**config.mk**
```make
export PLATFORM = sky130hd
export DESIGN_NAME = waveform_minmax_decimator
export DESIGN_NICKNAME = d
export VERILOG_FILES = /design/src/hw/rtl/wmmd_pkg.sv /design/src/hw/rtl/wmmd_tracker.sv /design/src/hw/rtl/wmmd_queue.sv /design/src/hw/rtl/waveform_minmax_decimator.sv
export SDC_FILE = /design/constraint.sdc
export NUM_CORES = 2
export LEC_CHECK = 0
export BUFFER_PORTS_ARGS = -buffer_cell sky130_fd_sc_hd__buf_2
export CAP_MARGIN = 20
export CORE_ASPECT_RATIO = 0.6
export CORE_MARGIN = 5
export CORE_UTILIZATION = 35
export CTS_BUF_LIST = sky130_fd_sc_hd__clkbuf_8
export CTS_CLUSTER_SIZE = 40
export DETAILED_ROUTE_END_ITERATION = 10
export HOLD_SLACK_MARGIN = 0.03
export PLACE_DENSITY = 0.56
export SLEW_MARGIN = 20
export SYNTH_ARGS = -nofsm -noshare
export SYNTH_HDL_FRONTEND = slang
export SYNTH_SLANG_ARGS = --single-unit
```
**constraint.sdc**
```tcl
create_clock -name clock -period 23 [get_ports clock]
set_input_delay 2.3 -clock clock [delete_from_list [all_inputs] [get_ports clock]]
set_output_delay 2.3 -clock clock [all_outputs]
set_load 0.005 [all_outputs]
```
**src/hw/rtl/wmmd_pkg.sv**
```systemverilog
`timescale 1ns / 1ps
// ----------------------------------------------------------------------------
// wmmd_pkg
// Shared types and constants of the waveform min/max decimator: request and
// response words, the push bundle into the output queue, register indexes.
// ----------------------------------------------------------------------------
package wmmd_pkg;

   // widths and limits
   localparam int unsigned SAMPLE_BITS = 16;
   localparam int unsigned FRAME_BITS  = 24;
   localparam logic [12:0] MAX_COLUMNS = 13'd4096;
   localparam logic [31:0] SPP_ONE     = 32'd65536;

   // register indexes on the write port
   typedef enum logic [1:0] {
      CSR_SPP     = 2'd0,
      CSR_SCROLL  = 2'd1,
      CSR_COLUMNS = 2'd2,
      CSR_STEREO  = 2'd3
   } csr_index_type;

   // one stereo frame
   typedef struct packed {
      logic signed [SAMPLE_BITS-1:0] left_sample;
      logic signed [SAMPLE_BITS-1:0] right_sample;
      logic                          final_frame;
   } req_word_type;

   // one column result
   typedef struct packed {
      logic [11:0]                   column;
      logic [12:0]                   span;
      logic signed [SAMPLE_BITS-1:0] left_min;
      logic [SAMPLE_BITS-2:0]        left_max;
      logic signed [SAMPLE_BITS-1:0] right_min;
      logic [SAMPLE_BITS-2:0]        right_max;
      logic                          last_of_run;
   } rsp_word_type;

   // up to two result words pushed by one frame
   typedef struct packed {
      logic [1:0]   count;
      rsp_word_type first;
      rsp_word_type second;
   } push_type;

endpackage

```
**src/hw/rtl/wmmd_tracker.sv**
```systemverilog
`timescale 1ns / 1ps
// ----------------------------------------------------------------------------
// wmmd_tracker
// Control registers and column state. Takes one frame per step, updates the
// running min/max and column boundary, and hands out zero to two result words.
// ----------------------------------------------------------------------------
module wmmd_tracker (
   input  logic                      clock,
   input  logic                      reset,
   input  logic                      csr_write_enable,
   input  wmmd_pkg::csr_index_type   csr_index,
   input  logic [31:0]               csr_write_data,
   input  logic                      step,
   input  wmmd_pkg::req_word_type    word,
   output wmmd_pkg::push_type        push
);

   localparam logic [24:0] FRAME_MAX = '1;

   // spp below one frame counts as one frame
   function automatic logic [31:0] eff_spp(input logic [31:0] s);
      logic [31:0] r;
      r = s;
      if (s < wmmd_pkg::SPP_ONE) r = wmmd_pkg::SPP_ONE;
      return r;
   endfunction

   // column count clamped to one .. MAX_COLUMNS
   function automatic logic [12:0] eff_cols(input logic [12:0] c);
      logic [12:0] r;
      r = c;
      if (c == 13'd0) r = 13'd1;
      else if (c > wmmd_pkg::MAX_COLUMNS) r = wmmd_pkg::MAX_COLUMNS;
      return r;
   endfunction

   // control registers
   logic [31:0] spp_ff, spp_in;
   logic [23:0] scroll_ff, scroll_in;
   logic [12:0] cols_ff, cols_in;
   logic        stereo_ff, stereo_in;

   // column state
   logic [24:0] frame_ff, frame_in;
   logic [12:0] col_ff, col_in;
   logic [47:0] end_ff, end_in;
   logic signed [15:0] min0_ff, min0_in, min1_ff, min1_in;
   logic signed [15:0] max0_ff, max0_in, max1_ff, max1_in;
   logic        done_ff, done_in;

   // per-frame terms
   logic signed [15:0] l, r;
   logic signed [15:0] acc_min0, acc_max0, acc_min1, acc_max1;
   logic [31:0] spp_e;
   logic [12:0] cols_e, col_p1, col_after;
   logic [32:0] frame_p1;
   logic        active, close_col, done_after, fill;
   logic [44:0] cfg_prod;
   wmmd_pkg::rsp_word_type close_word, fill_word;

   assign spp_e  = eff_spp(spp_ff);
   assign cols_e = eff_cols(cols_ff);
   assign col_p1 = col_ff + 13'd1;

   // samples, right forced to zero in mono
   assign l = word.left_sample;
   assign r = stereo_ff ? word.right_sample : 16'sd0;

   // accumulate into the running extremes
   assign acc_min0 = (l < min0_ff) ? l : min0_ff;
   assign acc_max0 = (l > max0_ff) ? l : max0_ff;
   assign acc_min1 = (stereo_ff && (r < min1_ff)) ? r : min1_ff;
   assign acc_max1 = (stereo_ff && (r > max1_ff)) ? r : max1_ff;

   // column boundary check
   assign frame_p1   = {8'd0, frame_ff} + 33'd1;
   assign active     = !done_ff && (frame_ff >= {1'b0, scroll_ff});
   assign close_col  = active && (word.final_frame || (frame_p1 >= {1'b0, end_ff[47:16]}));
   assign done_after = done_ff || (close_col && (col_p1 >= cols_e));
   assign col_after  = close_col ? col_p1 : col_ff;
   assign fill       = word.final_frame && !done_after;

   // result words
   always_comb begin
      close_word.column      = col_ff[11:0];
      close_word.span        = 13'd1;
      close_word.left_min    = acc_min0;
      close_word.left_max    = acc_max0[14:0];
      close_word.right_min   = acc_min1;
      close_word.right_max   = acc_max1[14:0];
      close_word.last_of_run = !fill;

      fill_word.column       = col_after[11:0];
      fill_word.span         = cols_e - col_after;
      fill_word.left_min     = l[15] ? l : 16'sd0;
      fill_word.left_max     = (l > 16'sd0) ? l[14:0] : 15'd0;
      fill_word.right_min    = r[15] ? r : 16'sd0;
      fill_word.right_max    = (r > 16'sd0) ? r[14:0] : 15'd0;
      fill_word.last_of_run  = 1'b1;

      push.count  = 2'd0;
      push.first  = close_col ? close_word : fill_word;
      push.second = fill_word;
      if (step) begin
         push.count = {1'b0, close_col} + {1'b0, fill};
      end
   end

   // boundary recomputed from the new registers on a write
   assign cfg_prod = col_p1 * eff_spp(spp_in);

   // next state
   always_comb begin
      spp_in    = spp_ff;
      scroll_in = scroll_ff;
      cols_in   = cols_ff;
      stereo_in = stereo_ff;
      frame_in  = frame_ff;
      col_in    = col_ff;
      end_in    = end_ff;
      min0_in   = min0_ff;
      max0_in   = max0_ff;
      min1_in   = min1_ff;
      max1_in   = max1_ff;
      done_in   = done_ff;

      if (csr_write_enable) begin
         unique case (csr_index)
            wmmd_pkg::CSR_SPP:     spp_in    = csr_write_data;
            wmmd_pkg::CSR_SCROLL:  scroll_in = csr_write_data[23:0];
            wmmd_pkg::CSR_COLUMNS: cols_in   = csr_write_data[12:0];
            wmmd_pkg::CSR_STEREO:  stereo_in = csr_write_data[0];
         endcase
         done_in = done_ff || (col_ff >= eff_cols(cols_in));
         end_in  = {8'd0, scroll_in, 16'd0} + {3'd0, cfg_prod};
      end else if (step) begin
         if (word.final_frame) begin
            // restart for the next clip
            frame_in = 25'd0;
            col_in   = 13'd0;
            done_in  = 1'b0;
            min0_in  = 16'sd0;
            max0_in  = 16'sd0;
            min1_in  = 16'sd0;
            max1_in  = 16'sd0;
            end_in   = {8'd0, scroll_ff, 16'd0} + {16'd0, spp_e};
         end else begin
            if (frame_ff != FRAME_MAX) frame_in = frame_ff + 25'd1;
            if (close_col) begin
               col_in  = col_p1;
               done_in = done_after;
               end_in  = end_ff + {16'd0, spp_e};
               min0_in = 16'sd0;
               max0_in = 16'sd0;
               min1_in = 16'sd0;
               max1_in = 16'sd0;
            end else if (active) begin
               min0_in = acc_min0;
               max0_in = acc_max0;
               min1_in = acc_min1;
               max1_in = acc_max1;
            end
         end
      end
   end

   // state registers
   always_ff @(posedge clock) begin
      if (reset) begin
         spp_ff    <= wmmd_pkg::SPP_ONE;
         scroll_ff <= 24'd0;
         cols_ff   <= 13'd1024;
         stereo_ff <= 1'b1;
         frame_ff  <= 25'd0;
         col_ff    <= 13'd0;
         end_ff    <= {16'd0, wmmd_pkg::SPP_ONE};
         min0_ff   <= 16'sd0;
         max0_ff   <= 16'sd0;
         min1_ff   <= 16'sd0;
         max1_ff   <= 16'sd0;
         done_ff   <= 1'b0;
      end else begin
         spp_ff    <= spp_in;
         scroll_ff <= scroll_in;
         cols_ff   <= cols_in;
         stereo_ff <= stereo_in;
         frame_ff  <= frame_in;
         col_ff    <= col_in;
         end_ff    <= end_in;
         min0_ff   <= min0_in;
         max0_ff   <= max0_in;
         min1_ff   <= min1_in;
         max1_ff   <= max1_in;
         done_ff   <= done_in;
      end
   end

endmodule

```
**src/hw/rtl/wmmd_queue.sv**
```systemverilog
`timescale 1ns / 1ps
// ----------------------------------------------------------------------------
// wmmd_queue
// Four-word result queue. Takes up to two words per cycle and sends one word
// per cycle on the response channel while rsp_ready is high.
// ----------------------------------------------------------------------------
module wmmd_queue (
   input  logic                   clock,
   input  logic                   reset,
   input  wmmd_pkg::push_type     push,
   output logic                   room,
   output logic                   rsp_valid,
   input  logic                   rsp_ready,
   output wmmd_pkg::rsp_word_type rsp_word
);

   wmmd_pkg::rsp_word_type words_ff [4];
   logic [1:0] wr_ptr_ff, wr_ptr_in;
   logic [1:0] rd_ptr_ff, rd_ptr_in;
   logic [2:0] count_ff, count_in;
   logic       pop;

   assign rsp_valid = (count_ff != 3'd0);
   assign rsp_word  = words_ff[rd_ptr_ff];
   assign pop       = rsp_valid && rsp_ready;

   // space for two words once this cycle's pop is counted
   assign room = (count_ff <= 3'd2) || ((count_ff == 3'd3) && pop);

   // pointer and fill level
   assign wr_ptr_in = wr_ptr_ff + push.count;
   assign rd_ptr_in = rd_ptr_ff + {1'b0, pop};
   assign count_in  = count_ff + {1'b0, push.count} - {2'd0, pop};

   always_ff @(posedge clock) begin
      if (reset) begin
         wr_ptr_ff <= 2'd0;
         rd_ptr_ff <= 2'd0;
         count_ff  <= 3'd0;
      end else begin
         wr_ptr_ff <= wr_ptr_in;
         rd_ptr_ff <= rd_ptr_in;
         count_ff  <= count_in;
      end
   end

   // word storage
   always_ff @(posedge clock) begin
      if (push.count != 2'd0) begin
         words_ff[wr_ptr_ff] <= push.first;
      end
      if (push.count == 2'd2) begin
         words_ff[wr_ptr_ff + 2'd1] <= push.second;
      end
   end

endmodule

```
**src/hw/rtl/waveform_minmax_decimator.sv**
```systemverilog
`timescale 1ns / 1ps
// ----------------------------------------------------------------------------
// waveform_minmax_decimator
// Min/max peak decimator for a stereo waveform display, one frame per word.
// ----------------------------------------------------------------------------
// A frame word is taken every cycle while the block is ready. It is held in an
// input register until the queue has room, then the column tracker updates the
// running extremes and the column boundary and pushes zero, one or two result
// words into a four-word output queue; the first result word passes through
// the input register and the queue storage before it is valid on the response
// side. The response side sends one word per cycle while rsp_ready is high,
// and frames are taken one per cycle while the queue has room; a frame that
// closes a column and also fills the rest of the view pushes two words. A
// register write with a new boundary uses one 13 by 32 bit multiply, and its
// result is registered with the other control registers.
// ----------------------------------------------------------------------------
module waveform_minmax_decimator (
   input  logic                   clock,
   input  logic                   reset,
   input  logic                   req_valid,
   output logic                   req_ready,
   input  wmmd_pkg::req_word_type req_word,
   output logic                   rsp_valid,
   input  logic                   rsp_ready,
   output wmmd_pkg::rsp_word_type rsp_word,
   input  logic                   csr_write_enable,
   input  logic [1:0]             csr_index,
   input  logic [31:0]            csr_write_data
);

   logic                   in_valid_ff, in_valid_in;
   wmmd_pkg::req_word_type in_word_ff;
   logic                   advance;
   logic                   room;
   wmmd_pkg::push_type     push;

   // input register
   assign advance     = in_valid_ff && room;
   assign req_ready   = !in_valid_ff || advance;
   assign in_valid_in = req_ready ? req_valid : in_valid_ff;

   always_ff @(posedge clock) begin
      if (reset) begin
         in_valid_ff <= 1'b0;
      end else begin
         in_valid_ff <= in_valid_in;
      end
   end

   always_ff @(posedge clock) begin
      if (req_valid && req_ready) begin
         in_word_ff <= req_word;
      end
   end

   // column tracker
   wmmd_tracker u_tracker (
      .clock            (clock),
      .reset            (reset),
      .csr_write_enable (csr_write_enable),
      .csr_index        (wmmd_pkg::csr_index_type'(csr_index)),
      .csr_write_data   (csr_write_data),
      .step             (advance),
      .word             (in_word_ff),
      .push             (push)
   );

   // result queue
   wmmd_queue u_queue (
      .clock     (clock),
      .reset     (reset),
      .push      (push),
      .room      (room),
      .rsp_valid (rsp_valid),
      .rsp_ready (rsp_ready),
      .rsp_word  (rsp_word)
   );

   // a held frame stays held until the queue has room
   assert property (@(posedge clock) disable iff (reset)
      (in_valid_ff && !advance) |=> in_valid_ff)
      else $error("held frame lost from input register");

   // words are pushed only for a frame that is stepped, at most two
   assert property (@(posedge clock) disable iff (reset)
      (push.count != 2'd0) |-> (advance && push.count != 2'd3))
      else $error("bad push into result queue");

   // the first pushed word covers one to MAX_COLUMNS columns
   assert property (@(posedge clock) disable iff (reset)
      (push.count != 2'd0) |->
         (push.first.span != 13'd0 && push.first.span <= wmmd_pkg::MAX_COLUMNS))
      else $error("result span out of range");

   // of two words from one frame only the second ends the run
   assert property (@(posedge clock) disable iff (reset)
      (push.count == 2'd2) |-> (!push.first.last_of_run && push.second.last_of_run))
      else $error("last_of_run misplaced");

endmodule

```
Word level (Yosys, flattened, before mapping)
Memories as Yosys holds them, arrays and structs flattened. A register that Yosys moved wholly into a read port is not among the register bits.
Cells that the tools add are included.
{ "totals": {"reg_bits": 262, "out_inout_bits": 90, "input_bits": 72, "wordCells": 148, "ram_bits": 352, "memories": 1} }
{ "mem_list": {"columns": ["memory", "depth", "width", "read_ports", "rd_clocked_by_memory_dff", "write_ports", "line", "rtl"], "rows": [
  ["u_queue.words_ff", 4, 88, 1, 1, 2, "wmmd_queue.sv:17", "wmmd_pkg::rsp_word_type words_ff [4];"]
]} }
{ "op_classes": {"magnitude_cmp": 15, "eq_ne": 6, "mul": 1, "n_mux": 53, "n_bitwise": 1, "reduce_logical": 37, "n_addsub": 13} }
{ "op_table": {"columns": ["cell", "n"], "rows": [
  ["16-bit 2-to-1 mux", 19],
  ["48-bit 2-to-1 mux", 4],
  ["32-bit 2-to-1 mux", 4],
  ["13-bit 2-to-1 mux", 9],
  ["88-bit 2-to-1 mux", 1],
  ["32-bit by 17-bit < comparator with 1-bit output (second input constant)", 2],
  ["25-bit 2-to-1 mux", 2],
  ["48-bit by 32-bit adder with 48-bit output", 1],
  ["24-bit 2-to-1 mux", 2],
  ["40-bit by 45-bit adder with 46-bit output", 1],
  ["13-bit by 32-bit multiplier with 45-bit output", 1],
  ["40-bit by 32-bit adder with 41-bit output", 1],
  ["33-bit by 32-bit greater-or-equal comparator with 1-bit output", 1],
  ["16-bit by 1-bit > comparator with 1-bit output (second input constant)", 2],
  ["16-bit > comparator", 2],
  ["16-bit < comparator", 2],
  ["15-bit 2-to-1 mux", 2],
  ["25-bit by 1-bit adder with 26-bit output (second input constant)", 1],
  ["13-bit greater-or-equal comparator", 2],
  ["13-bit > comparator (second input constant)", 2],
  ["13-bit zero test", 2],
  ["25-bit by 1-bit adder with 25-bit output (second input constant)", 1],
  ["25-bit by 24-bit greater-or-equal comparator with 1-bit output", 1],
  ["25-bit inequality test (second input constant)", 1],
  ["other kinds (24)", 60]
]} }

Logic depth before layout (Yosys ltp)
{ "depth": {"ltp_word": 13, "ltp_mapped": 33, "mapped_depth_nobuf": 30} }

By module
A second synthesis with hierarchy kept.
{ "hier_totals": {"cells_unflattened": 4831, "hier_area_um2": 50006.7} }
{ "modules_own_cells": {"columns": ["module", "area_each_um2", "seq_area_each_um2", "cells_each", "n_inst"], "rows": [
  ["wmmd_tracker", 31667.9, 4424.2, 3897, 1],
  ["wmmd_queue", 17285.3, 10710.3, 895, 1],
  ["waveform_minmax_decimator", 1053.5, 1011.0, 39, 1]
]} }

Worst setup path before layout
OpenSTA, ideal clock, no wires.
{ "synth_timing": {"path_type": "input port to flip-flop", "start": "input port csr_write_enable", "end": "register u_tracker.end_ff[45]", "setup_ns": 0.079, "stages": 30, "required_time_ns": 22.921, "slack_ns": 13.282, "n_path_buf": 4, "arrival_ns": 9.639, "path_cell_list": "buf_2 > nor3b_2 > buf_2 > mux2_2 > nor4_1 > nand2_1 > nor3_2 > clkbuf_1 > or2_2 > nor2_1 > fa_1 > fa_1 > fa_1 > fa_1 > fa_1 > inv_1 > fa_1 > inv_1 > ha_1 > clkbuf_1 > a21oi_1 > o21ai_0 > a41oi_1 > nor3_1 > o31a_1 > nor4_1 > nor4_1 > a41o_1 > nand4_1 > o211ai_1"} }
{ "synth_via": {"elab_chain_len": 6, "elab_cells_between_ends": 9, "cone_classes": "1 x add/sub; 1 x mul; 1 x order compare; 3 x mux; 3 x reduce/logical"} }
{ "synth_lines": {"columns": ["element", "line", "rtl"], "rows": [
  ["start: declaration", "waveform_minmax_decimator.sv:26", "input logic csr_write_enable,"],
  ["32-bit 2-to-1 mux", "wmmd_tracker.sv:127", "if (csr_write_enable) begin"],
  ["32-bit by 17-bit < comparator with 1-bit output", "wmmd_tracker.sv:24", "if (s < wmmd_pkg::SPP_ONE) r = wmmd_pkg::SPP_ONE;"],
  ["32-bit 2-to-1 mux", "wmmd_tracker.sv:24", null],
  ["13-bit by 32-bit multiplier with 45-bit output", "wmmd_tracker.sv:110", "assign cfg_prod = col_p1 * eff_spp(spp_in);"],
  ["40-bit by 45-bit adder with 46-bit output", "wmmd_tracker.sv:135", "end_in = {8'd0, scroll_in, 16'd0} + {3'd0, cfg_prod};"],
  ["48-bit 2-to-1 mux", "wmmd_tracker.sv:127", null],
  ["end signal: assignment", "wmmd_tracker.sv:176", "end_ff <= {16'd0, wmmd_pkg::SPP_ONE};"],
  ["end signal: assignment", "wmmd_tracker.sv:189", "end_ff <= end_in;"],
  ["end: declaration", "wmmd_tracker.sv:46", "logic [47:0] end_ff, end_in;"]
]} }
Several ways; a longest one is shown, not always the timed one.
A chain may end at the register's enable or synchronous reset.

Worst setup path in the final report
{ "layout_timing": {"start": "input port csr_write_enable", "end": "register u_tracker.end_ff[36]"} }
The elaborated chain is that of the path after synthesis.

==> metrics.csv <==
stage,metric,value,unit
cts,TritonCTS clock tree,built,
synthesis,async set-reset flop share out of synthesis,0,%
placed_design,Final HPWL DP,125000,um
floorplanning,Die Ht,300,um
critical_path,FF-to-FF path depth,29,
global_route,global-route usage over all layers,22.2,%
cts,hold_buf cts,0,
critical_path,dominant cell type by count on the critical path,sky130_fd_sc_hd__fa_1,
critical_path,r2r startpoint,u_tracker.col_ff[0]$_SDFFE_PP0P_,
critical_path,timing startpoint of the critical path,csr_write_enable,
global_route,largest net degree at the start of global routing,64,
drt,number of vias in the routed layout,39199,
sta,transition at the pin with the smallest max-transition slack,1050,ps
critical_path,crit start category,input pin,
floorplanning,area enclosed by the die boundary,148000,um^2
synthesis,share of synthesized area occupied by flip-flops and latches,32.9,%
drt,via count normalized by instance count,5.60,
floorplanning,Std-Cell Core Area,139000,um^2
sta,final worst clock skew,38.0,ps
sta,setup TNS,0,ps
global_route,Congestion Overflow GR,0,
critical_path,worst r2r dst,u_tracker.end_ff[45]$_SDFFE_PP0P_,
global_route,via count of the first global-routing pass,37462,
synthesis,Synth Cell Area,48900,um^2
synthesis,Synth warnings,0,
sta,Period minus WS final,10800,ps
cts,# resized after CTS,0,
critical_path,reg2reg setup slack,13910,ps
flow_run,reported max-cap violation count,0,
critical_path,peak fanout along the critical path,48,
critical_path,slowest CP cell,sky130_fd_sc_hd__a21oi_1,
cts,clock root buffer master,sky130_fd_sc_hd__clkbuf_8,
drt,iteration-0 DRC count of the detailed router,4575,
sta,headroom to the max-slew limit,29.8,%
drt,number of DRC violations after detailed routing,0,
synthesis,prevailing post-synth register cell,sky130_fd_sc_hd__edfxtp_1,
drt,ANT nets after route,0,
drt,wire length per cell,24.0,um
cts,maximum level of the CTS H-tree,3,
pwr,sequential cell fraction of total power,42.0,%
sta,final-report hold violation count,0,
global_route,number of antenna violations at the first check in global routing,8,
cts,clock insertion delay at the later pin of the skew report,800,ps
floorplanning,number of top-level pins,162,
sta,upper clock frequency limit,0.0926,GHz
cts,"Clk pin slew, worst setup/hold paths",70,ps
critical_path,kind of capture point of the worst setup path,register,
critical_path,Worst EP arrival,11440,ps
min_path,launch point of the worst hold path,u_tracker.end_ff[10]$_SDFFE_PP0P_,
synthesis,"area leader, netlist",sky130_fd_sc_hd__edfxtp_1,
synthesis,number of nets produced by synthesis,5784,
pwr,internal power consumption,2.04,mW
min_path,type of the worst min-delay path,reg2reg,
synthesis,"top cells by area, synth","sky130_fd_sc_hd__edfxtp_1 (23%), sky130_fd_sc_hd__fa_1 (15%), sky130_fd_sc_hd__dfxtp_1 (9.5%)",
sta,share of the cycle needed by the critical path after routing,46.9,%
floorplanning,initial cell density of the core,35.2,%
cells_and_area,fraction of layout cells with a size suffix above 1,11.4,%
min_path,Min-Delay Endpoint,u_tracker.end_ff[10]$_SDFFE_PP0P_,
placed_design,Port Buf Inserts,161,
pwr,PD cells,55.7,nW/um^2
pwr,clock share of power,35.5,%
pwr,Final Power,3.00,mW
drt,"wirelength, routed",168000,um
critical_path,delay contributed by the slowest stage of the critical path,640,ps
synthesis,synthesized instance count,5035,
cells_and_area,nets,5822,
cts,clock sink total,614,
cts,number of buffers inserted to repair setup after CTS,0,
sta,final setup violating endpoints,0,
synthesis,fraction of post-synthesis cell area in the top cell type by area,23.4,%
synthesis,average cell area after synthesis,9.71,um^2
synthesis,number of distinct library cell variants in the gate-level netlist after synthesis,99,
sta,unrepaired setup endpoints after global routing,no,
cts,clk buf depth,3,
global_route,global-route wire length before repair,250000,um
sta,Slew Limit Fails,0,
cells_and_area,synth-to-layout area growth,10.0,%
drt,Initial DRT Pass Iterations,6,
placed_design,routability congestion estimate from global placement,0.948,
pwr,VDD IR max,39.2,uV
pwr,NetSw,961,uW
pwr,Leakage,21.4,nW
cts,cts bufs inserted,103,
synthesis,synthesized flop and latch total,614,
pwr,part of the power in combinational logic,22.5,%
min_path,number of cells on the worst hold path,2,
critical_path,critical path class,in2reg,
floorplanning,Cell Rows,106,
run_status,result of the run,"finished, final reports clean",
synthesis,number of enable-type register cells in the synthesized netlist,381,
floorplanning,die width,493,um
pwr,Net Sw Frac,32.1,%
critical_path,Critical Path RT,23640,ps
==> cells in the mapped netlist, drive strengths merged, types with 22 or more instances <==
master,instances
inv,536
nand2,524
nor2,517
edfxtp,381
fa,359
ha,318
dfxtp,233
a21oi,226
clkbuf,220
a22o,216
o21ai,176
xnor2,99
mux4,88
buf,85
o22ai,82
nand3,74
a21o,72
a211oi,67
and2,63
mux2i,62
nor3,56
o31ai,55
xor2,47
nand4,43
nor2b,40
a31oi,36
a22oi,35
nand2b,29
nor4,29
and3,27
mux2,25
or2,25
o211ai,22
==> worst max-delay path: cells and delay by family <==
family / cells / cell delay, ps
adders and majority gates: 7 / 3520
xor gates and xnor gates: 1 / 190
AOI/OAI and AO/OA: 9 / 2640
buffers and inverters: 6 / 1470
and+or+nand+nor: 6 / 1240
==> registers in the layout (all words and copies together), names as in the netlist, 2 cells and up <==
register and cells:
u_queue.wr_ptr_ff 2, u_tracker.max0_ff 16, in_word_ff 33, u_queue.rd_ptr_ff 2, u_tracker.min0_ff 16, u_queue.words_ff 352, u_tracker.max1_ff 16, u_tracker.frame_ff 25
u_tracker.scroll_ff 24, u_tracker.end_ff 48, u_tracker.min1_ff 16, u_tracker.spp_ff 32, u_queue.count_ff 3, u_tracker.cols_ff 13, u_tracker.col_ff 13
==> per-stage QoR <==
stage	hold slack, ps	worst slack (ps)	instances	instance area (um^2)	util (%)
final	465	12200	7000	53800	38.7
after global routing	494	11680	6999	53800	38.7
after CTS	461	12450	6995	53800	38.6
after detailed placement	451	11570	6803	51500	37.1
after global placement	447	11760	6803	51500	37.0
after floorplan	436	13280	5035	48900	-
==> cell usage in the layout, fill, tap and decap left out, types with 72 or more instances in the layout <==
cell and instances:
sky130_fd_sc_hd__a21o_1 72, sky130_fd_sc_hd__buf_2 159, sky130_fd_sc_hd__clkbuf_8 128, sky130_fd_sc_hd__xnor2_1 93, sky130_fd_sc_hd__inv_1 567, sky130_fd_sc_hd__o21ai_0 160
sky130_fd_sc_hd__a21oi_1 225, sky130_fd_sc_hd__a22o_1 216, sky130_fd_sc_hd__nand2_1 519, sky130_fd_sc_hd__edfxtp_1 381, sky130_fd_sc_hd__o22ai_1 77, sky130_fd_sc_hd__fa_1 359
sky130_fd_sc_hd__nand3_1 73, sky130_fd_sc_hd__ha_1 318, sky130_fd_sc_hd__mux4_2 88, sky130_fd_sc_hd__nor2_1 512, sky130_fd_sc_hd__dfxtp_1 231, sky130_fd_sc_hd__buf_4 77
==> cell type report <==
| type | instances | area (um^2) |
|---|---|---|
| fillers | 13803 | 85300 |
| multi-input cells | 3577 | 29700 |
| flip-flops and latches | 614 | 16100 |
| well taps | 1836 | 2300 |
| inverters | 539 | 2020 |
| clock buffers | 128 | 1760 |
| repair buffers | 238 | 1410 |
| clock inverters | 64 | 444 |
| diodes | 4 | 10.0 |
==> metal layers <==
layer  up-vias  wire length [um]  GRT usage (%)
li1      17731                 -              -
met1     19397             82400           36.0
met2      1871             62600           28.1
met3       198             19200           6.78
met4         2              3550           4.80
met5         -                13              0
==> power groups by stage <==
| stage | registers, mW | logic [mW] | clock network (mW) |
|---|---|---|---|
| after floorplan | 1.24 | 0.435 | 0 |
| after global placement | 1.28 | 0.663 | 0 |
| after detailed placement | 1.28 | 0.668 | 0 |
| after CTS | 1.26 | 0.671 | 1.08 |
| after global routing | 1.26 | 0.730 | 1.13 |
| final | 1.26 | 0.675 | 1.06 |
==> worst max path at each step <==
| stage | end | slack, ps | cells past startpoint |
|---|---|---|---|
| final | u_tracker.end_ff[36]$_SDFFE_PP0P_ | 12200 | 29 |
| after global routing | u_tracker.end_ff[36]$_SDFFE_PP0P_ | 11680 | 29 |
| after CTS | u_tracker.end_ff[45]$_SDFFE_PP0P_ | 12450 | 30 |
| after detailed placement | u_tracker.end_ff[36]$_SDFFE_PP0P_ | 11570 | 29 |
| after global placement | u_tracker.end_ff[36]$_SDFFE_PP0P_ | 11760 | 29 |
| after floorplan | u_tracker.end_ff[45]$_SDFFE_PP0P_ | 13280 | 30 |
==> cells by family (layout without fill, tap and decap cells) <==
group / Yosys count / count (layout) / share of synthesized area, %
adders and majority gates: 677 / 677 / 22.8
and+or+nand+nor: 1468 / 1468 / 13.3
other: 0 / 4 / 0
muxes: 175 / 175 / 5.90
xor gates and xnor gates: 146 / 146 / 2.63
DFF: 614 / 614 / 32.9
buffers and inverters: 844 / 969 / 6.65
AOI/OAI and AO/OA: 1111 / 1111 / 15.7
No activity file was read; power rests on OpenSTA's default activity.
